`src/hw/rtl/spt_ram.sv`:
```
// Generic single-write, single-read RAM with registered read data.
module spt_ram #(
	parameter int WIDTH = 8,
	parameter int DEPTH = 64
) (
	input  logic                     clk,
	input  logic                     we,
	input  logic [$clog2(DEPTH)-1:0] waddr,
	input  logic [WIDTH-1:0]         wdata,
	input  logic                     re,
	input  logic [$clog2(DEPTH)-1:0] raddr,
	output logic [WIDTH-1:0]         rdata
);

	logic [WIDTH-1:0] mem_q [DEPTH];

	always_ff @(posedge clk) begin
		if (we) begin
			mem_q[waddr] <= wdata;
		end
		if (re) begin
			rdata <= mem_q[raddr];
		end
	end

endmodule

```
`config.mk`:
```
export PLATFORM = sky130hd
export DESIGN_NAME = spt_ram
export DESIGN_NICKNAME = d
export VERILOG_FILES = /design/src/hw/rtl/spt_ram.sv
export SDC_FILE = /design/constraint.sdc
export NUM_CORES = 1
export LEC_CHECK = 0
export BUFFER_PORTS_ARGS = -buffer_cell sky130_fd_sc_hd__buf_2
export CORE_ASPECT_RATIO = 2
export CORE_MARGIN = 1.5
export CORE_UTILIZATION = 50
export DETAILED_ROUTE_END_ITERATION = 16
export PLACE_DENSITY = 0.72
export SLEW_MARGIN = 20
export SYNTH_ARGS = -nofsm -noshare
export SYNTH_HDL_FRONTEND = slang
export SYNTH_SLANG_ARGS = --single-unit
export TNS_END_PERCENT = 1
```
`constraint.sdc`:
```
create_clock -name clk -period 2.5 [get_ports clk]
set_input_delay 0.5 -clock clk [delete_from_list [all_inputs] [get_ports clk]]
set_output_delay 0.5 -clock clk [all_outputs]
set_load 0.01 [all_outputs]
```
# Yosys cells after proc, flatten, opt, wreduce, memory -nomap -nowiden
# Memory sizes are Yosys's and may differ from the RTL's. A register that Yosys moved wholly into a read port is not among the register bits.
# Cells that the tools add are included.
[op_classes]
muxes = 2
[op_table]
columns = ["cell", "count"]
rows = [
  ["1-bit 2-to-1 mux", 2],
]
[totals]
regBits = 0
mem_bits_rw = 512
inputBits = 23
output_inout_bits = 8
wordCells = 3
mem_count = 1
[mem_list]
columns = ["memory", "words", "width", "read_ports", "rd_clocked_by_memory_dff", "wr", "line", "rtl"]
rows = [
  ["mem_q", 64, 8, 1, 1, 1, "15", "logic [WIDTH-1:0] mem_q [DEPTH];"],
]

# Longest topological paths before layout
# Gate-level depths: netlist (run 1).
[logic_depth]
word_depth = 2
mapped_depth = 9
depth_no_buf = 5

# Worst setup path before layout (run 1)
# Ideal clock, no wire load.
[synth_timing]
kind = "input to register"
startpoint = "input raddr[1]"
endpoint = "register rdata[3] (read register of mem_q), data pin"
arrival_time_ns = 2.040
t_required_ns = 2.234
slack_ns = 0.194
stages = 7
path_buffers = 3
cell_sequence = "buf_4 > buf_2 > buf_2 > mux4_2 > mux4_2 > o21ai_1 > o41ai_1"
[synth_lines]
columns = ["element", "line", "rtl"]
rows = [
  ["start, declared", "11", "input logic [$clog2(DEPTH)-1:0] raddr,"],
  ["end, declared", "12", "output logic [WIDTH-1:0] rdata"],
]

==> results_dict.tcl, run 1 <==
set metrics [dict create \
    fin_cells 1665 \
    wl_um 47300 \
    fin_area_mm2 0.0234 \
    cts_buffer_depth 3 \
    maxCapViolCount 0 \
    first_global_vias 10500 \
    fp.dieW_um 145 \
    critPathMaxFanout 1 \
    synth-seq-cells 520 \
    cts_hold_buf 0 \
    max_slew_margin_pct 29.9 \
    path_class "reg2reg" \
    skew_ns 0.0105 \
    vias 10000 \
    grt_overflow 0 \
    grt_first_pass_wirelength_um 69200 \
    start_util_pct 50.5 \
    yosysSeqAreaShare_pct 77.1 \
    crit_path_end "rdata[6]$_DFFE_PP_" \
    hold_viol 0 \
    crit_path_end_kind "flip-flop" \
    syn-cell-area_mm2 0.0202 \
    ys_top_cells_by_area "edfxtp_1 77%, mux4_2 14%, nor2_1 1.5%, mux2i_1 1.1%, mux2_2 0.72%" \
    cts_tree "yes" \
    final_layout_size_suffix_gt1_share_pct 32.6 \
    r2r-start "mem_q[16][6]$_DFFE_PP_" \
    ctsRootBufferMaster "clkbuf_16" \
    place_inst 1592 \
    die_h_um 288 \
    insertion_delay_ns 0.54 \
    place_congestion 0.820 \
    tightest_slew_ns 1.05 \
    final_common_cell "edfxtp_1" \
    dr_wl_met2_um 27000 \
    avgSynthCellArea_um2 21.5 \
    port_buffers 30 \
    cts.clk_slew.worst_paths_ns 0.07 \
    seq_area_mm2 0.0156 \
    holdWs_ns 0.365 \
    htreeDepth 2 \
    fmaxAchievable_ghz 0.449 \
    hold_class "in2reg" \
    synth_top_area_share_pct 77.1 \
    met1_length_um 15500 \
    rows 104 \
    ys.flop_type "edfxtp_1" \
    required_ns 2.78 \
    syn_inst 940 \
    maxUsedRoutingLayer "met5" \
    drt_pass1_iterations 5 \
    period_share_pct 89.1 \
    clkSinkCount 520 \
    start_kind "flip-flop" \
    grt_start_max_net_pins 65 \
    synth_cell_types 39 \
    period_needed_ns 2.23 \
    antenna_found_initial 3 \
    setup_viol 0 \
    final_nets 1128 \
    r2r_slack_ns 0.27 \
    ant_nets 0 \
    drt-initial-drc-count 798 \
    cts_setup_buffers 0 \
    ff2ff_path_depth 5 \
    async_flop_share_pct 0 \
    core-area_mm2 0.0401 \
    final_util_pct 58.4 \
    dp_hpwl_um 32300 \
    status "finished, final reports clean" \
    synth_edf_count 520 \
    arrival_ns 2.51 \
    p_leak_nw 7.55 \
    wl_met3_um 2420 \
    cts_made_buffers 41 \
    synth.largest_area_cell "edfxtp_1" \
    rsz0062_at_grt "no" \
    yosys_warnings 0 \
    irDropWorstVdd_uv 420 \
    layout_common_cells "520 x edfxtp_1, 130 x buf_4, 126 x mux4_2" \
    pin_count 31 \
    synth_nets 963 \
    nFillCells 2882 \
    slew_violations 0 \
    viasPerCell 6.01 \
    startpoint "mem_q[16][6]$_DFFE_PP_" \
    dieArea_mm2 0.0418 \
    p_per_area_mw_per_mm2 745 \
    cts.repair.resized 0 \
    dpl_cell_area_mm2 0.0220 \
    route.detailed.drc 0 \
    grt_usage_pct 23.1 \
    hp-start "re" \
    syn_to_final_growth_pct 15.5 \
    power_mw 17.4 \
    wl_per_cell_um 28.4 \
    rr_endpoint "rdata[6]$_DFFE_PP_" \
    multiInputGateArea_mm2 0.00432 \
]
==> where the power goes <==
group | total (mW) | internal [mW] | switching, mW
registers | 9.68 | 9.66 | 0.0220
logic | 1.01 | 0.420 | 0.585
clock network | 6.74 | 3.84 | 2.90
total | 17.4 | 13.9 | 3.51
==> synth_stat cells, types with 3 or more instances <==
library cell / number
o22ai_1: 8
buf_2: 11
o2bb2ai_1: 3
a211oi_1: 4
nor3_1: 7
mux4_2: 126
buf_1: 4
buf_4: 13
a21oi_1: 3
mux2i_1: 23
o221ai_1: 8
edfxtp_1: 520
a221oi_1: 6
nand2_1: 19
nor2b_1: 14
o2111ai_1: 3
nand3_1: 13
nand3b_1: 3
nand2b_1: 7
buf_6: 4
nor2_1: 83
mux2_2: 13
a22oi_1: 3
clkbuf_1: 17
==> worst min path at each step <==
stage,end,slack [ns],depth (start not counted)
6_report,rdata[1]$_DFFE_PP_,0.37,1
3_3_place_gp,rdata[0]$_DFFE_PP_,0.90,4
4_1_cts,rdata[2]$_DFFE_PP_,0.35,1
5_1_grt,rdata[3]$_DFFE_PP_,0.35,1
2_1_floorplan,mem_q[0][0]$_DFFE_PP_,0.60,0
3_5_place_dp,rdata[0]$_DFFE_PP_,0.91,4
==> logic make-up after synthesis <==
group                  Yosys count  share of synthesized area, %
AO/OA/AOI/OAI                   54                          2.06
multiplexers                   162                          15.9
AND/OR/NAND/NOR                153                          3.37
buffers and inverters           51                          1.56
flip-flops                     520                          77.1
==> flip-flops by register name (all words and copies together), names as in the netlist <==
| register | cells |
|---|---|
| mem_q | 512 |
| rdata | 8 |
==> cell type report <==
type | instances | area share [%]
repair buffers | 173 | 6.09
multi-input cells | 369 | 18.5
clock inverters | 25 | 1.36
diodes | 1 | 0.0107
flip-flops and latches | 520 | 66.8
well taps | 530 | 2.84
clock buffers | 47 | 4.48
==> critical path: stages, from the launching register on <==
cell and delay [ns]:
edfxtp_1 0.39, mux4_2 0.47, mux2_2 0.31, o221a_2 0.33, nor3_1 0.33, o32ai_1 0.13
==> per-layer routing <==
metal / vias to the layer above / track usage, %
met1: 5255 / 24.6
met3: 108 / 2.79
met5: - / 0
met4: 2 / 11.7
met2: 403 / 44.3
li1: 4245 / -
==> stage by stage <==
| stage | worst slack (ns) | setup TNS (ns) |
|---|---|---|
| 4_1_cts | 0.292 | 0 |
| 3_3_place_gp | -0.259 | -1.33 |
| 5_1_grt | 0.257 | 0 |
| 3_5_place_dp | -0.263 | -1.37 |
| 6_report | 0.273 | 0 |
| 2_1_floorplan | 0.194 | 0 |
Power figures use the tool's default switching activity.
==> inputs of run 2 (changes only) <==
Settings changed: CELL_PAD_IN_SITES_DETAIL_PLACEMENT set to 1, CELL_PAD_IN_SITES_GLOBAL_PLACEMENT set to 2, PLACE_DENSITY 0.72 to 0.85.
==> results_dict.tcl, run 2 (synthesized netlist as in run 1, its figures left out) <==
set metrics [dict create \
    nFillCells 3511 \
    period_needed_ns 2.48 \
    rr_endpoint "rdata[5]$_DFFE_PP_" \
    cts_made_buffers 41 \
    place_inst 1595 \
    fin_area_mm2 0.0234 \
    grt_usage_pct 25.8 \
    irDropWorstVdd_uv 441 \
    slowest_stage "a2111oi_1" \
    grt_overflow 0 \
    worstHoldEndpoint "rdata[1]$_DFFE_PP_" \
    pin_count 31 \
    fp.dieW_um 145 \
    wl_um 52100 \
    final_util_pct 58.3 \
    dp_hpwl_um 35500 \
    ant_nets 0 \
    max_slew_margin_pct 34.8 \
    ctsRootBufferMaster "clkbuf_16" \
    viasPerCell 6.11 \
    p_leak_nw 7.55 \
    syn_to_final_growth_pct 15.4 \
    hp-start "re" \
    clkSinkCount 520 \
    crit_family "compound AO/OA/AOI/OAI gates" \
    route.detailed.drc 0 \
    first_global_vias 11400 \
    cts_buffer_depth 3 \
    seq_area_mm2 0.0156 \
    maxCapViolCount 0 \
    largest_register "mem_q" \
    cts.clk_slew.worst_paths_ns 0.07 \
    cts.repair.resized 0 \
    final.setup.tns_ns 0 \
    dpl_cell_area_mm2 0.0220 \
    arrival_ns 2.78 \
    path_class "in2reg" \
    drt-initial-drc-count 861 \
    insertion_delay_ns 0.56 \
    required_ns 2.80 \
    power_mw 17.5 \
    grt_first_pass_wirelength_um 77000 \
    die_h_um 288 \
    multiInputGateArea_mm2 0.00432 \
    r2r_slack_ns 0.07 \
    vias 10200 \
    tightest_slew_ns 0.975 \
    hold_class "in2reg" \
    core-area_mm2 0.0401 \
    period_share_pct 99.2 \
    critPathBufInv 4 \
    final_common_cell "edfxtp_1" \
    fmaxAchievable_ghz 0.403 \
    rsz0062_at_grt "no" \
    layout_common_cells "520 x edfxtp_1, 138 x buf_4, 126 x mux4_2" \
    antenna_found_initial 2 \
    r2r-start "mem_q[0][5]$_DFFE_PP_" \
    final_layout_size_suffix_gt1_share_pct 33.4 \
    critical_path_depth 7 \
    final_nets 1131 \
    skew_ns 0.0237 \
    cts_setup_buffers 0 \
    crit_path_end_kind "flip-flop" \
    port_buffers 30 \
    critPathMaxFanout 20 \
    cpPeakStageDelay_ns 0.91 \
    holdPathStages 1 \
    start_kind "input port" \
    status "finished, final reports clean" \
    dieArea_mm2 0.0418 \
    ff2ff_path_depth 5 \
    path_cells "clkbuf_8 > buf_12 > buf_4 > mux4_2 > a2111oi_1 > buf_4 > o41ai_1" \
    place_congestion 0.838 \
    drt_pass1_iterations 7 \
    fin_cells 1671 \
    setup_viol 0 \
    start_util_pct 50.5 \
    reg_top3 "mem_q (512), rdata (8)" \
    largest_reg_flops 512 \
    rows 104 \
    slew_violations 0 \
    hold_viol 0 \
    cp_common_cell "buf_4" \
    grt_start_max_net_pins 65 \
    htreeDepth 2 \
    cts_tree "yes" \
    cts_hold_buf 0 \
    p_per_area_mw_per_mm2 749 \
    wl_per_cell_um 31.2 \
]
==> run 2: worst max path at each step <==
| stage | start | endpoint |
|---|---|---|
| after floorplan | raddr[1] | rdata[3]$_DFFE_PP_ |
| after global placement | raddr[0] | rdata[5]$_DFFE_PP_ |
| after detailed placement | raddr[0] | rdata[5]$_DFFE_PP_ |
| after CTS | raddr[0] | rdata[5]$_DFFE_PP_ |
| after global routing | raddr[0] | rdata[5]$_DFFE_PP_ |
| final | raddr[0] | rdata[5]$_DFFE_PP_ |
==> run 2: routing by layer <==
metal / global-route usage [%] / share of wire (%)
met5: 0 / 0
met4: 13.8 / 5.7
met3: 3.44 / 4.7
met2: 48.6 / 56
met1: 28.0 / 34
==> run 2: layout make-up <==
class,count,area share (%)
sequential,520,66.8
multi-input combinational,369,18.5
timing repair buffer,176,5.93
clock buffer,48,4.69
tap,530,2.84
clock inverter,26,1.21
antenna,2,0.0214
==> run 2: power by group <==
group	total, mW	leakage (nW)	internal, mW	switching, mW
clock network	6.79	0.678	3.77	3.02
registers	9.68	4.69	9.66	0.0221
logic	1.03	2.19	0.417	0.608
total	17.5	7.55	13.8	3.65
==> run 2: stage by stage <==
stage / setup slack (ns) / hold slack, ns
after detailed placement: -0.566 / 0.879
final: 0.0189 / 0.312
after CTS: 0.0226 / 0.290
after floorplan: 0.194 / 0.599
after global routing: 0.00490 / 0.307
after global placement: -0.753 / 0.880
