$ cat src/hw/rtl/spt_pkg.sv
// Shared types, codes and constants of the stream prefetch tracker.
package spt_pkg;

	localparam int MONITOR_COUNT_DEF = 64;
	localparam int LINE_SHIFT_DEF    = 6;

	localparam int ADDR_W    = 64;
	localparam int DEG_W     = 4;
	localparam int DIST_W    = 8;
	localparam int CFG_W     = 8;
	localparam int CFG_IDX_W = 1;

	localparam logic [DEG_W-1:0]  DEG_RESET  = 4'd3;
	localparam logic [DEG_W-1:0]  MAX_DEGREE = 4'd8;
	localparam logic [DIST_W-1:0] DIST_RESET = 8'd10;

	localparam logic [CFG_IDX_W-1:0] REG_DEGREE   = 1'b0;
	localparam logic [CFG_IDX_W-1:0] REG_DISTANCE = 1'b1;

	localparam logic [1:0] STAGE_NEW = 2'd0;
	localparam logic [1:0] STAGE_DIR = 2'd1;
	localparam logic [1:0] STAGE_RUN = 2'd2;

	typedef struct packed {
		logic [1:0]        stage;
		logic [ADDR_W-1:0] start_line;
		logic [ADDR_W-1:0] end_line;
		logic              descending;
		logic [ADDR_W-1:0] stamp;
	} entry_t;

	typedef struct packed {
		logic line_lt_s;
		logic line_gt_s;
		logic line_lt_e;
		logic line_gt_e;
		logic s_lt_e;
		logic s_gt_e;
		logic near_up;
		logic near_down;
		logic ahead;
	} flags_t;

	typedef enum logic [2:0] {
		ST_IDLE,
		ST_SCAN,
		ST_EMIT,
		ST_UPD,
		ST_ALLOC
	} state_t;

endpackage

$ cat src/hw/rtl/spt_cmp.sv
// Shared compare unit: one monitor entry per cycle, flags registered, then the match rule.
module spt_cmp #(
	parameter int MONITOR_COUNT = spt_pkg::MONITOR_COUNT_DEF
) (
	input  logic                             clk,
	input  logic                             arst_n,
	input  logic                             scan_on,
	input  logic                             rd_valid,
	input  logic [$clog2(MONITOR_COUNT)-1:0] rd_idx,
	input  spt_pkg::entry_t                  rd_entry,
	input  logic [spt_pkg::ADDR_W-1:0]       line,
	input  logic [spt_pkg::DIST_W-1:0]       distance,
	output logic                             ent_valid,
	output logic [$clog2(MONITOR_COUNT)-1:0] ent_idx,
	output spt_pkg::entry_t                  ent,
	output spt_pkg::flags_t                  ent_flags,
	output logic                             hit
);

	localparam int IDX_W = $clog2(MONITOR_COUNT);

	logic [spt_pkg::ADDR_W-1:0] dist_ext;
	logic [spt_pkg::ADDR_W-1:0] diff;
	spt_pkg::flags_t            flags;
	logic                       v_s2;
	logic [IDX_W-1:0]           idx_s2;
	spt_pkg::entry_t            ent_s2;
	spt_pkg::flags_t            flags_s2;
	logic                       rule;

	assign dist_ext = {{(spt_pkg::ADDR_W - spt_pkg::DIST_W){1'b0}}, distance};
	assign diff     = line - rd_entry.start_line;

	always_comb begin
		flags.line_lt_s = line < rd_entry.start_line;
		flags.line_gt_s = line > rd_entry.start_line;
		flags.line_lt_e = line < rd_entry.end_line;
		flags.line_gt_e = line > rd_entry.end_line;
		flags.s_lt_e    = rd_entry.start_line < rd_entry.end_line;
		flags.s_gt_e    = rd_entry.start_line > rd_entry.end_line;
		flags.near_up   = line < (rd_entry.start_line + dist_ext);
		flags.near_down = line > (rd_entry.start_line - dist_ext);
		flags.ahead     = (diff[spt_pkg::ADDR_W-1:spt_pkg::DIST_W] == '0) &&
			(diff[spt_pkg::DIST_W-1:0] < distance);
	end

	always_ff @(posedge clk or negedge arst_n) begin
		if (!arst_n) begin
			v_s2 <= 1'b0;
		end else begin
			v_s2 <= rd_valid && scan_on && !hit;
		end
	end

	always_ff @(posedge clk) begin
		idx_s2   <= rd_idx;
		ent_s2   <= rd_entry;
		flags_s2 <= flags;
	end

	always_comb begin
		case (ent_s2.stage)
			spt_pkg::STAGE_RUN: begin
				rule = (!flags_s2.line_lt_s && !flags_s2.line_gt_e) ||
					(!flags_s2.line_gt_s && !flags_s2.line_lt_e);
			end
			spt_pkg::STAGE_DIR: begin
				rule = ((flags_s2.s_lt_e && flags_s2.line_gt_e) ||
					(flags_s2.s_gt_e && flags_s2.line_lt_e)) &&
					(ent_s2.descending ? flags_s2.near_down : flags_s2.ahead);
			end
			spt_pkg::STAGE_NEW: begin
				rule = (flags_s2.line_lt_s || flags_s2.line_gt_s) &&
					flags_s2.near_up && flags_s2.near_down;
			end
			default: begin
				rule = 1'b0;
			end
		endcase
	end

	assign hit       = v_s2 && scan_on && rule;
	assign ent_valid = v_s2;
	assign ent_idx   = idx_s2;
	assign ent       = ent_s2;
	assign ent_flags = flags_s2;

endmodule

$ cat config.mk
export PLATFORM = sky130hd
export DESIGN_NAME = spt_cmp
export DESIGN_NICKNAME = d
export VERILOG_FILES = /design/src/hw/rtl/spt_pkg.sv /design/src/hw/rtl/spt_cmp.sv
export SDC_FILE = /design/constraint.sdc
export NUM_CORES = 1
export LEC_CHECK = 0
export ABC_AREA = 0
export BUFFER_PORTS_ARGS = -buffer_cell sky130_fd_sc_hd__buf_2
export CORE_AREA = 5 5 230 232
export DETAILED_ROUTE_END_ITERATION = 16
export DIE_AREA = 0 0 235 237
export GPL_ROUTABILITY_DRIVEN = 0
export PLACE_DENSITY_LB_ADDON = 0.12
export SYNTH_ARGS = -nofsm -noshare
export SYNTH_HDL_FRONTEND = slang
export SYNTH_SLANG_ARGS = --single-unit
$ cat constraint.sdc
create_clock -name clk -period 3 [get_ports clk]
set_input_delay 0.6 -clock clk [delete_from_list [all_inputs] [get_ports clk]]
set_output_delay 0.6 -clock clk [all_outputs]
set_load 0.05 [all_outputs]
======== After elaboration in Yosys (flattened, before gate mapping) ========
Cells that the tools add are included.
cells by class
  $add $sub $neg .......................... 3
  $lt $le $gt $ge ......................... 9
  equal/unequal tests ..................... 2
  multiplexer cells ....................... 2
  reductions and logical operators ........ 22
operators with widths
  operator                                                          number
  64-bit > comparator                                               4
  64-bit < comparator                                               4
  64-bit by 8-bit adder with 64-bit output                          1
  64-bit subtractor                                                 1
  64-bit by 8-bit subtractor with 64-bit output                     1
  56-bit zero test                                                  1
  1-bit logical AND                                                 12
  8-bit < comparator                                                1
  1-bit zero test                                                   5
  1-bit logical OR                                                  3
  1-bit case mux with 3 select lines                                1
  2-bit by 1-bit == test with 1-bit output (second input constant)  1
  2-bit == test (second input constant)                             1
  2-bit zero test                                                   1
  1-bit two-way mux                                                 1
storage, ports and cells
  register bits after elaboration ......... 211
  input port bits ......................... 277
  output and inout port bits .............. 212
  logic and storage cells ................. 54

======== Logic depth before layout (Yosys ltp) ========
Gate-level depths: netlist (run 1).
  word-level depth ........................ 7
  gate-level depth with buffers ........... 26
  gate-level depth less buffers ........... 26

======== Worst setup path before layout (run 1) ========
No wires, ideal clock.
  path kind ............................... input to register
  start point ............................. input port distance[2] (netlist name)
  end point ............................... register flags_s2 (netlist bit ent_flags[2])
  setup time .............................. 0.074 ns
  arrival ................................. 4.690 ns
  path slack .............................. -1.764 ns
  stages .................................. 24
  cell sequence ........................... inv_1 ha_1 clkbuf_1 o21bai_1 a21oi_1 o21bai_1 a21oi_1 o41ai_2 nand3_2 or4_1 nor4_1 xnor2_1 ha_1 a21oi_1 nor2b_1 o21ai_0 nand2b_1 a21oi_1 nor2b_1 o21ai_0 nand2b_1 a21oi_1 nand2_1 a31oi_1
RTL lines
  what                  line           source
  from (decl)           spt_cmp.sv:12  input logic [spt_pkg::DIST_W-1:0] distance,
  to (signal assigned)  spt_cmp.sv:58  flags_s2 <= flags;
  to (decl)             spt_cmp.sv:28  spt_pkg::flags_t flags_s2;

==> results of run 1 <==
## timing repair
item	CTS	global route
endpoints found under the hold margin	1	0
buffers inserted	23	11
endpoints found under the setup margin	5	5
pin swaps	75	52
hold buffers	1	0
gates resized for setup	114	71
## cells in the mapped netlist, drive strengths merged, types with 3 or more instances
master | instances | area (sq um)
o21ai | 116 | 581
xnor2 | 137 | 1200
a211o | 7 | 61.3
a211oi | 19 | 143
nand3 | 53 | 275
a31oi | 13 | 81.3
or3 | 15 | 95.1
o31a | 5 | 43.8
or2 | 4 | 27.5
o22ai | 4 | 25.0
a31o | 4 | 35.0
o211ai | 22 | 165
a221oi | 7 | 61.3
o221ai | 4 | 35.0
a21oi | 184 | 921
mux2i | 6 | 60.1
ha | 342 | 4280
a21boi | 5 | 37.5
o31ai | 11 | 82.6
inv | 165 | 619
or4 | 9 | 76.3
a2111oi | 5 | 43.8
nand4 | 108 | 676
nor4 | 41 | 293
nor3 | 44 | 220
a41o | 3 | 30.0
nand2 | 147 | 554
nor2b | 36 | 225
nor2 | 131 | 502
fa | 3 | 60.1
o21a | 22 | 165
and2 | 8 | 53.8
a311oi | 3 | 26.3
xor2 | 11 | 96.3
a22oi | 7 | 52.6
dfxtp | 210 | 4200
o41ai | 3 | 33.8
a21o | 84 | 631
clkbuf | 41 | 154
o21bai | 11 | 82.6
and3 | 7 | 45.1
nand2b | 34 | 220
## critical path, stage by stage
cell	delay (ns)
sky130_fd_sc_hd__buf_6	0.10
sky130_fd_sc_hd__buf_4	0.13
sky130_fd_sc_hd__inv_1	0.08
sky130_fd_sc_hd__ha_2	0.19
sky130_fd_sc_hd__inv_1	0.06
sky130_fd_sc_hd__fa_2	0.37
sky130_fd_sc_hd__a21o_1	0.18
sky130_fd_sc_hd__a21oi_2	0.20
sky130_fd_sc_hd__o21ai_4	0.12
sky130_fd_sc_hd__a311oi_4	0.36
sky130_fd_sc_hd__and2_4	0.24
sky130_fd_sc_hd__buf_6	0.12
sky130_fd_sc_hd__nand4_1	0.15
sky130_fd_sc_hd__buf_4	0.18
sky130_fd_sc_hd__xnor2_1	0.12
sky130_fd_sc_hd__ha_1	0.17
sky130_fd_sc_hd__a21o_1	0.17
sky130_fd_sc_hd__a21o_1	0.16
sky130_fd_sc_hd__a21o_1	0.17
sky130_fd_sc_hd__a21oi_1	0.14
sky130_fd_sc_hd__nor2b_1	0.06
sky130_fd_sc_hd__o21ai_1	0.11
sky130_fd_sc_hd__nand2b_1	0.08
sky130_fd_sc_hd__a21oi_2	0.15
sky130_fd_sc_hd__or3_1	0.14
sky130_fd_sc_hd__o2111a_1	0.19
sky130_fd_sc_hd__nor2_1	0.04
## sequential cells by signal, indices dropped and copies added, names as in the netlist
signal	flops
ent_flags	9
ent	195
ent_idx	6
ent_valid	1
## routing by layer
layer / wire, um / global-route usage, %
met3: 4010 / 3.41
met2: 35700 / 44.8
met5: 0 / 0
met4: 2150 / 6.05
met1: 33000 / 32.8
## final timing paths
kind | start | endpoint | slack (ns)
hold / removal | rd_entry[9] | ent[9] | 0.14
max in group asynchronous | arst_n | ent_valid | 2.55
setup reg to reg | ent_flags[1] | ent_valid | 1.76
min in group asynchronous | arst_n | ent_valid | 0.37
hold reg to reg | ent_valid | ent_valid | 0.60
setup / recovery | rd_entry[129] | ent_flags[1] | -1.35
## final cells by class
class                   instances  share of cell area, %
inverters                     165                   2.24
multi-input cells            1699                   47.8
repair buffers               1216                   28.8
flip-flops and latches        211                   15.2
clock buffers                  31                   2.29
diodes                          1                0.00898
well taps                     680                   3.05
clock inverters                12                  0.566
## report_power, final
group	leakage (nW)	internal [mW]	switching (mW)	total (mW)
clock	0.380	1.76	1.22	2.98
combinational	11.8	2.03	2.59	4.62
sequential	1.78	2.96	0.0491	3.01
## logic make-up after synthesis
logic type               after synthesis
multiplexers                           7
XOR/XNOR                             148
AO/OA/AOI/OAI                        555
buffers and inverters                207
flip-flops                           211
adder cells (fa/ha/maj)              345
AND/OR/NAND/NOR                      644
==> parameters.txt, run 1 <==
Parameter                              Value

Power
  Worst-case vdd ir drop    386 uV
  Total Power Consumption    10.6 mW
  LEAKAGE    13.9 nW
  Total power density per cell area    381 mW/mm^2

Critical path
  Largest fanout on the critical path    4
  Critical path arrival    4.80 ns
  Category of the worst setup path capture point    flop
  Worst EP required    3.45 ns
  Type of the worst setup path    in -> reg
  Reg2Reg Depth    4
  Startpoint kind of the worst setup timing path    input pin

Timing
  Max transition margin    52.6%
  Time the worst path needs with I/O delays and setup    4.35 ns
  Least setup slack across all paths after layout    -1.35 ns
  Number of max-slew violations in the final report    0
  Worst-case clock skew    0.00448 ns
  Number of setup violations in the final report    5
  Transition time of the tightest slew-check pin    0.704 ns
  Count of endpoints failing hold in the final timing report    0
  Ratio of final minimum period to clock period    145%
  Setup total negative slack    -3.47 ns
  Highest Clock Rate    230 MHz
  Hold WS    0.143 ns
  RSZ-0062 raised after global routing    true

Global route
  Pin count of the biggest net entering global routing    14
  Via count of the first global-routing pass    21120
  Global-route wire length before repair    115000 um
  Number of antenna violations at the first check in global routing    2
  Total global-route track usage    25.3%
  Overall overflow remaining after global route    0

Placed design
  Inst Count DP    3941
  DPL Wire Length    65300 um
  Place WS    -2.56 ns
  Placement-stage cell area    0.0260 sq mm
  Count of input and output buffers    488

Final layout
  Net count reported at finish    3939
  Fillcell total    4763
  Commonest non-fill, non-tap cell in the layout    sky130_fd_sc_hd__buf_4
  Ratio of cells with drive above 1 in the final layout    42.0%
  Reg area    0.00423 sq mm
  Area used by multi-input combinational logic    0.0133 sq mm
  Final cell count without fillers    4015
  Most used cells in the layout excluding fill and tap cells    sky130_fd_sc_hd__buf_4 (710), sky130_fd_sc_hd__buf_2 (480), sky130_fd_sc_hd__ha_1 (323)
  Area growth from synthesis to layout    58.9%
  Finished layout cell area    0.0279 sq mm
  Post-Route Utilization    54.9%

Synth
  Xor-xnor portion of the synthesized cell area    7.39%
  Adder and majority cell fraction of the synthesized area    24.7%
  Number of enable-type register cells in the synthesized netlist    0
  Total of flip-flops plus latches after synthesis    211
  Post-synth top flop    sky130_fd_sc_hd__dfxtp_1
  Net Count, Synth    2739
  Compound-Gate Fraction of Synth Area    19.9%
  Largest family of logic cells by synthesized area    adder cells
  Post-synth cell types    81
  Mean post-synth cell area    8.28 sq um
  Multiplexer area fraction after synthesis    0.407%
  Count of warnings emitted by yosys    0
  Sequential fraction of the synthesis area    24.1%
  Basic-gate share of the synthesized area counting and, or, nand and nor cells    18.9%
  Post-synthesis cell area    0.0175 sq mm
  Async set or reset register ratio after synthesis    0.474%
  Post-synthesis cell count    2117

Die
  I/O pin total    489
  Row cnt    83
  Total Die Area    0.0557 sq mm
  Chip Width    235 um
  CORE AREA    0.0508 sq mm
  Height of the die    237 um
  Initial cell density of the core    34.5%

Hold path
  Class of the tightest hold or removal check    in -> reg
  Number of instances on the worst hold path    1

Flow run
  Count of max-cap constraint violations    0

Detailed routing
  Pre-Repair DR Iteration Count    7
  Number of nets still failing antenna checks after routing    0
  Via count    20455
  Number of DRC violations after detailed-routing iteration 0    1092
  Residual DRC count    0
  Total detailed-routing wirelength    74800 um
  Average via count per standard cell    5.09
  Wirelength per Cell    18.6 um

Clock network
  Sinks on Clock Net    211
  Worst skew pair latency    0.55 ns
  Longest Clk Path Bufs    3
  Root buffer selected by CTS    sky130_fd_sc_hd__clkbuf_16
  Number of buffers inserted during clock tree synthesis    24
  Maximum level of the CTS H-tree    1
  Clock tree from TritonCTS    done
  Clock-pin slew reported for the worst setup and hold paths after clock tree synthesis    0.06 ns

Run status
  Violated checks    negative setup slack
  Outcome    complete, but fails checks
Note: power is estimated with default switching activity, not from simulation.
==> run 2, diff against run 1 <==
--- a/config.mk
+++ b/config.mk
@@ -11,7 +11,7 @@
 export DETAILED_ROUTE_END_ITERATION = 16
 export DIE_AREA = 0 0 235 237
 export GPL_ROUTABILITY_DRIVEN = 0
-export PLACE_DENSITY_LB_ADDON = 0.12
+export PLACE_DENSITY = 0.55
 export SYNTH_ARGS = -nofsm -noshare
 export SYNTH_HDL_FRONTEND = slang
 export SYNTH_SLANG_ARGS = --single-unit
==> run 2 against run 1 <==
Effect of this change: the flow still finishes with violations (negative setup slack); sequential power hardly changed; non-clock buffer count down 8; via count rose by 1.2%; die area unchanged; total power rose by 1.1%; global-route usage up 0.28 points; core utilization fell by 0.34 points; largest power group unchanged; highest routed layer is now met5.
==> parameters.txt, run 2 (same netlist as run 1, synthesis figures left out) <==
Parameter                              Value

Final layout
  Number of antenna cells inserted    0 (was 1)
  Area used by multi-input combinational logic    0.0132 sq mm (was 0.0133 sq mm)
  Net count reported at finish    3931 (was 3939)
  Fillcell total    4761 (was 4763)
  Largest register FFs    195 (unchanged)
  Commonest non-fill, non-tap cell in the layout    sky130_fd_sc_hd__buf_4 (unchanged)
  Ratio of cells with drive above 1 in the final layout    41.7% (was 42.0%)
  Most used cells in the layout excluding fill and tap cells    sky130_fd_sc_hd__buf_4 (711), sky130_fd_sc_hd__buf_2 (481), sky130_fd_sc_hd__ha_1 (327) (was sky130_fd_sc_hd__buf_4 (710), sky130_fd_sc_hd__buf_2 (480), sky130_fd_sc_hd__ha_1 (323))
  Reg area    0.00423 sq mm (unchanged)
  Area growth from synthesis to layout    57.9% (was 58.9%)
  Finished layout cell area    0.0277 sq mm (was 0.0279 sq mm)
  Post-Route Utilization    54.5% (was 54.9%)
  Final cell count without fillers    4007 (was 4015)

Global route
  Overall overflow remaining after global route    0 (unchanged)
  Number of antenna violations at the first check in global routing    3 (was 2)
  Met1 usage    31.3% (was 32.8%)
  Via count of the first global-routing pass    21552 (was 21120)
  Global-route layer with the greatest usage    met2 (unchanged)
  Global-route wire length before repair    116000 um (was 115000 um)
  Pin count of the biggest net entering global routing    14 (unchanged)
  Total global-route track usage    25.6% (was 25.3%)
  M2 GR Usage    46.3% (was 44.8%)
  Met3 track utilization from global routing    4.11% (was 3.41%)

Placed design
  Inst Count DP    3934 (was 3941)
  Count of input and output buffers    488 (unchanged)
  DPL Wire Length    65900 um (was 65300 um)
  Placement-stage cell area    0.0260 sq mm (about the same)
  Place WS    -2.38 ns (was -2.56 ns)

Timing
  Number of setup violations in the final report    5 (unchanged)
  Hold WS    0.132 ns (was 0.143 ns)
  Highest Clock Rate    230 MHz (about the same)
  Count of endpoints failing hold in the final timing report    0 (unchanged)
  Worst-case clock skew    0.0165 ns (was 0.00448 ns)
  Transition time of the tightest slew-check pin    0.682 ns (was 0.704 ns)
  Number of max-slew violations in the final report    0 (unchanged)
  Least setup slack across all paths after layout    -1.35 ns (about the same)
  Ratio of final minimum period to clock period    145% (about the same)
  RSZ-0062 raised after global routing    true (unchanged)
  Max transition margin    54.1% (was 52.6%)
  Time the worst path needs with I/O delays and setup    4.35 ns (about the same)
  Setup total negative slack    -3.66 ns (was -3.47 ns)

Flow run
  Count of max-cap constraint violations    0 (unchanged)

Clock network
  Root buffer selected by CTS    sky130_fd_sc_hd__clkbuf_16 (unchanged)
  Longest Clk Path Bufs    3 (unchanged)
  Clock tree from TritonCTS    done (unchanged)
  Number of buffers inserted during clock tree synthesis    24 (unchanged)
  Worst skew pair latency    0.57 ns (was 0.55 ns)
  Clock-pin slew reported for the worst setup and hold paths after clock tree synthesis    0.07 ns (was 0.06 ns)
  Maximum level of the CTS H-tree    1 (unchanged)
  Sinks on Clock Net    211 (unchanged)

Critical path
  Worst EP required    3.47 ns (was 3.45 ns)
  Startpoint kind of the worst setup timing path    input pin (unchanged)
  Start of the worst register-to-register path    ent_flags[1] (unchanged)
  Type of the worst setup path    in -> reg (unchanged)
  Critical path arrival    4.82 ns (was 4.80 ns)
  Critical R2R Capture    ent_valid (unchanged)
  Category of the worst setup path capture point    flop (unchanged)
  Largest fanout on the critical path    3 (was 4)
  Register-to-register setup slack    1.76 ns (about the same)
  Reg2Reg Depth    4 (unchanged)

Hold path
  Class of the tightest hold or removal check    in -> reg (unchanged)
  Start point of the worst min-delay path    rd_entry[39] (was rd_entry[9])
  Hold Crit Endpoint    ent[39] (was ent[9])
  Number of instances on the worst hold path    1 (unchanged)

Power
  Total power density per cell area    387 mW/mm^2 (was 381 mW/mm^2)
  LEAKAGE    13.9 nW (about the same)
  Total Power Consumption    10.7 mW (was 10.6 mW)
  Worst-case vdd ir drop    402 uV (was 386 uV)

Detailed routing
  Residual DRC count    0 (unchanged)
  Number of DRC violations after detailed-routing iteration 0    1174 (was 1092)
  Wirelength per Cell    18.9 um (was 18.6 um)
  Pre-Repair DR Iteration Count    8 (was 7)
  Number of nets still failing antenna checks after routing    0 (unchanged)
  Total detailed-routing wirelength    75800 um (was 74800 um)
  Via count    20691 (was 20455)
  Average via count per standard cell    5.16 (was 5.09)

Die
  Chip Width    235 um (unchanged)
  CORE AREA    0.0508 sq mm (unchanged)
  Initial cell density of the core    34.5% (unchanged)
  Height of the die    237 um (unchanged)
  Total Die Area    0.0557 sq mm (unchanged)
  I/O pin total    489 (unchanged)
  Row cnt    83 (unchanged)

Run status
  Violated checks    negative setup slack (unchanged)
  Outcome    complete, but fails checks (unchanged)
[run 2: changes by cell type in the layout (fill, tap and decap cells not counted), moves of 4 or more]
cell	delta
sky130_fd_sc_hd__buf_6	-10
sky130_fd_sc_hd__a21oi_1	-4
sky130_fd_sc_hd__ha_4	-5
sky130_fd_sc_hd__a21oi_2	+4
sky130_fd_sc_hd__ha_1	+4
sky130_fd_sc_hd__nor2_2	-4
sky130_fd_sc_hd__clkbuf_8	+4
[run 2: how the worst max path moves through the flow]
stage / from / endpoint / slack, ns / cells past startpoint
after CTS: rd_entry[130] / ent_flags[2] / -1.39 / 29
final: rd_entry[147] / ent_flags[1] / -1.35 / 21
after global placement: distance[1] / ent_flags[2] / -2.28 / 27
after floorplan: distance[1] / ent_flags[2] / -1.52 / 25
after detailed placement: distance[1] / ent_flags[2] / -2.38 / 27
after global routing: distance[0] / ent_flags[2] / -1.54 / 29
[run 2: area by class of cell]
cell class / instances / share of cell area, %
Timing Repair Buffer: 1208 / 28.6
Inverter: 165 / 2.25
Clock buffer: 32 / 2.46
Clock inverter: 12 / 0.569
Tap cell: 680 / 3.07
Sequential cell: 211 / 15.3
Multi-Input combinational cell: 1699 / 47.8
[run 2: where the power goes]
group / switching [mW] / internal [mW]
clock: 1.26 / 1.86
combinational: 2.58 / 2.01
sequential: 0.0529 / 2.96
total: 3.90 / 6.83
[run 2: routing by layer]
metal	wire length, um	part of all wire [%]
met1	31400	41
met2	37100	49
met3	5060	6.7
met4	2320	3.1
met5	19	0.025
[run 2: worst max-delay path: stages]
cell	delay [ns]
sky130_fd_sc_hd__buf_8	0.10
sky130_fd_sc_hd__buf_6	0.10
sky130_fd_sc_hd__or4_4	0.49
sky130_fd_sc_hd__or3_4	0.35
sky130_fd_sc_hd__or4_4	0.50
sky130_fd_sc_hd__nand2b_4	0.19
sky130_fd_sc_hd__nor4_4	0.36
sky130_fd_sc_hd__nand3_2	0.15
sky130_fd_sc_hd__or2_4	0.30
sky130_fd_sc_hd__nor2_4	0.10
sky130_fd_sc_hd__xnor2_2	0.07
sky130_fd_sc_hd__ha_1	0.31
sky130_fd_sc_hd__a21o_1	0.17
sky130_fd_sc_hd__a21o_1	0.19
sky130_fd_sc_hd__a21oi_2	0.14
sky130_fd_sc_hd__o21ai_1	0.07
sky130_fd_sc_hd__a21oi_1	0.15
sky130_fd_sc_hd__o21ai_2	0.10
sky130_fd_sc_hd__a21oi_1	0.12
sky130_fd_sc_hd__o2111a_1	0.20
sky130_fd_sc_hd__nor2_1	0.05
[run 2: what timing repair did]
| action | in CTS | in global routing |
|---|---|---|
| hold endpoints to repair | 1 | 0 |
| buffers inserted | 12 | 17 |
| pin swaps | 36 | 81 |
| hold buffers | 1 | 0 |
| gates resized for setup | 74 | 76 |
| setup endpoints to repair | 5 | 5 |
==> run 3, diff against run 2 <==
--- a/config.mk
+++ b/config.mk
@@ -7,9 +7,9 @@
 export LEC_CHECK = 0
 export ABC_AREA = 0
 export BUFFER_PORTS_ARGS = -buffer_cell sky130_fd_sc_hd__buf_2
-export CORE_AREA = 5 5 230 232
+export CORE_AREA = 2 2 227 229
 export DETAILED_ROUTE_END_ITERATION = 16
-export DIE_AREA = 0 0 235 237
+export DIE_AREA = 0 0 229 231
 export GPL_ROUTABILITY_DRIVEN = 0
 export PLACE_DENSITY = 0.55
 export SYNTH_ARGS = -nofsm -noshare
==> constraint.sdc (replaced) <==
create_clock -name clk -period 3 [get_ports clk]
set_input_delay 0.45 -clock clk [delete_from_list [all_inputs] [get_ports clk]]
set_output_delay 0.45 -clock clk [all_outputs]
set_load 0.05 [all_outputs]
==> run 3 against run 2 <==
Effect of this change: the flow still finishes with violations (negative setup slack); final cell count increased by 2.5%; critical path depth up 8; total power up 0.96%; first-iteration DRC count fell by 4.0%; global-route usage grew 2.3 points; register-to-register slack lost 0.03 ns; setup slack better by 0.035 ns.
==> parameters.txt, run 3 (same netlist as run 1, synthesis figures left out) <==
Parameter                              Value

Power
  Worst-case vdd ir drop    429 uV (was 402 uV)
  LEAKAGE    14.3 nW (was 13.9 nW)
  Clock Power Share    28.7% (was 29.1%)
  Combinational share of power    43.5% (was 42.8%)
  Design internal power    6.93 mW (was 6.83 mW)
  Total Power Consumption    10.8 mW (was 10.7 mW)
  Switching pwr    3.90 mW (about the same)
  Reg power frac    27.9% (was 28.1%)
  Total power density per cell area    376 mW/mm^2 (was 387 mW/mm^2)
  Sw Share    36.0% (was 36.3%)

Global route
  M2 GR Usage    50.3% (was 46.3%)
  Via count of the first global-routing pass    22044 (was 21552)
  Met3 track utilization from global routing    4.41% (was 4.11%)
  Pin count of the biggest net entering global routing    14 (unchanged)
  Global-route layer with the greatest usage    met2 (unchanged)
  Met1 usage    33.1% (was 31.3%)
  Global-route wire length before repair    118000 um (was 116000 um)
  Overall overflow remaining after global route    0 (unchanged)
  Total global-route track usage    27.9% (was 25.6%)
  Number of antenna violations at the first check in global routing    5 (was 3)

Critical path
  CP max stage cell    sky130_fd_sc_hd__or4_4 (unchanged)
  Type of the worst setup path    in -> reg (unchanged)
  Worst setup startpoint    rd_entry[130] (was rd_entry[147])
  Reg2Reg Depth    4 (unchanged)
  Largest fanout on the critical path    4 (was 3)
  Critical R2R Capture    ent_valid (unchanged)
  Worst EP required    3.47 ns (about the same)
  Category of the worst setup path capture point    flop (unchanged)
  Worst setup path endpoint    ent_flags[2] (was ent_flags[1])
  Startpoint kind of the worst setup timing path    input pin (unchanged)
  Critical path arrival    4.78 ns (was 4.82 ns)
  Register-to-register setup slack    1.73 ns (was 1.76 ns)
  Worst path max stage delay    0.52 ns (was 0.50 ns)
  Most used cell, CP    sky130_fd_sc_hd__a21oi_2
  Start of the worst register-to-register path    ent_flags[1] (unchanged)

Detailed routing
  Number of nets still failing antenna checks after routing    0 (unchanged)
  Number of DRC violations after detailed-routing iteration 0    1127 (was 1174)
  Total detailed-routing wirelength    77300 um (was 75800 um)
  Wirelength per Cell    18.8 um (was 18.9 um)
  Pre-Repair DR Iteration Count    6 (was 8)
  Residual DRC count    0 (unchanged)
  Via count    21163 (was 20691)
  Average via count per standard cell    5.15 (was 5.16)

Die
  Height of the die    231 um (was 237 um)
  Row cnt    83 (unchanged)
  Total Die Area    0.0529 sq mm (was 0.0557 sq mm)
  Initial cell density of the core    34.6% (was 34.5%)
  CORE AREA    0.0507 sq mm (was 0.0508 sq mm)
  I/O pin total    489 (unchanged)
  Chip Width    229 um (was 235 um)

Final layout
  Largest register FFs    195 (unchanged)
  Reg area    0.00423 sq mm (unchanged)
  Area used by multi-input combinational logic    0.0132 sq mm (about the same)
  Area growth from synthesis to layout    64.4% (was 57.9%)
  Final cell count without fillers    4107 (was 4007)
  Ratio of cells with drive above 1 in the final layout    39.4% (was 41.7%)
  Fillcell total    4625 (was 4761)
  Commonest non-fill, non-tap cell in the layout    sky130_fd_sc_hd__buf_4 (unchanged)
  Post-Route Utilization    56.9% (was 54.5%)
  Net count reported at finish    4030 (was 3931)
  Most used cells in the layout excluding fill and tap cells    sky130_fd_sc_hd__buf_4 (674), sky130_fd_sc_hd__buf_2 (482), sky130_fd_sc_hd__ha_1 (330) (was sky130_fd_sc_hd__buf_4 (711), sky130_fd_sc_hd__buf_2 (481), sky130_fd_sc_hd__ha_1 (327))

Hold path
  Class of the tightest hold or removal check    in -> reg (unchanged)
  Start point of the worst min-delay path    rd_entry[111] (was rd_entry[39])

Clock network
  Maximum level of the CTS H-tree    1 (unchanged)
  Clock tree from TritonCTS    done (unchanged)
  Sinks on Clock Net    211 (unchanged)
  Clock-pin slew reported for the worst setup and hold paths after clock tree synthesis    0.06 ns (was 0.07 ns)
  Worst skew pair latency    0.56 ns (was 0.57 ns)
  Number of buffers inserted during clock tree synthesis    24 (unchanged)
  Longest Clk Path Bufs    3 (unchanged)
  Root buffer selected by CTS    sky130_fd_sc_hd__clkbuf_16 (unchanged)

Timing
  Max transition margin    46.7% (was 54.1%)
  Highest Clock Rate    232 MHz (was 230 MHz)
  Worst-case clock skew    0.0162 ns (was 0.0165 ns)
  Ratio of final minimum period to clock period    144% (was 145%)
  RSZ-0062 raised after global routing    true (unchanged)
  Time the worst path needs with I/O delays and setup    4.31 ns (was 4.35 ns)
  Number of setup violations in the final report    3 (was 5)
  Hold WS    0.0387 ns (was 0.132 ns)
  Least setup slack across all paths after layout    -1.31 ns (was -1.35 ns)
  Transition time of the tightest slew-check pin    0.791 ns (was 0.682 ns)
  Number of max-slew violations in the final report    0 (unchanged)
  Count of endpoints failing hold in the final timing report    0 (unchanged)

Placed design
  Inst Count DP    3910 (was 3934)
  DPL Wire Length    64600 um (was 65900 um)
  Count of input and output buffers    488 (unchanged)

Run status
  Outcome    complete, but fails checks (unchanged)
  Violated checks    negative setup slack (unchanged)

Flow run
  Count of max-cap constraint violations    0 (unchanged)
## run 3: cell types whose count changed in the layout (fill, tap and decap cells not counted), moves of 3 or more
cell	change
sky130_fd_sc_hd__clkinv_2	-3
sky130_fd_sc_hd__buf_4	-37
sky130_fd_sc_hd__nand2_2	-3
sky130_fd_sc_hd__dlygate4sd3_1	+131
sky130_fd_sc_hd__inv_2	+5
sky130_fd_sc_hd__ha_1	+3
sky130_fd_sc_hd__inv_1	-5
## run 3: how the worst min path moves through the flow
| stage | depth (start not counted) | slack [ns] | end |
|---|---|---|---|
| floorplan | 0 | 0.15 | ent_valid |
| global placement | 1 | 0.22 | ent_valid |
| detailed placement | 1 | 0.23 | ent_valid |
| CTS | 1 | 0.006 | ent[111] |
| global route | 1 | 0.02 | ent[116] |
| finish | 1 | 0.04 | ent[111] |
## run 3: critical path: cells and delay by family
family / cells / cell delay [ns]
compound gates: 12 / 1.77
simple gates: 8 / 1.12
buf+inv: 6 / 0.74
fa+ha+maj: 2 / 0.58
xor+xnor: 1 / 0.11
## run 3: power groups by stage
stage	registers (mW)	logic, mW	clock network, mW
5_1_grt	3.03	5.08	3.28
3_3_place_gp	3.08	4.24	0
4_1_cts	3.02	4.53	3.19
2_1_floorplan	3.63	1.73	0
6_report	3.02	4.71	3.10
3_5_place_dp	3.08	4.31	0
## run 3: routing by layer
metal	wire, um	vias to the layer above
li1	-	10330
met1	32000	9941
met2	37500	716
met3	4460	172
met4	3240	4
met5	27	-
## run 3: through the flow
step | cell area, sq um | TNS, ns | worst slack, ns
after floorplan | 17600 | -3.06 | -1.37
after global placement | 25800 | -7.68 | -2.10
after detailed placement | 25800 | -7.85 | -2.28
after CTS | 28200 | -3.08 | -1.26
after global routing | 28800 | -3.65 | -1.46
final | 28800 | -3.07 | -1.31
## run 3: layout make-up
class,count,area share [%]
diodes,2,0.0174
well taps,680,2.95
repair buffers,1307,31.3
flip-flops and latches,211,14.7
clock inverters,8,0.456
multi-input cells,1699,46.0
inverters,165,2.17
clock buffers,35,2.44
## run 3: timing repair
| action | CTS | global route |
|---|---|---|
| endpoints found under the hold margin | 133 | 0 |
| cloned | 0 | 0 |
| setup buffers | 6 | 16 |
| pin swaps | 32 | 64 |
| hold buffers | 133 | 0 |
| endpoints found under the setup margin | 5 | 8 |
| gates resized for setup | 57 | 113 |
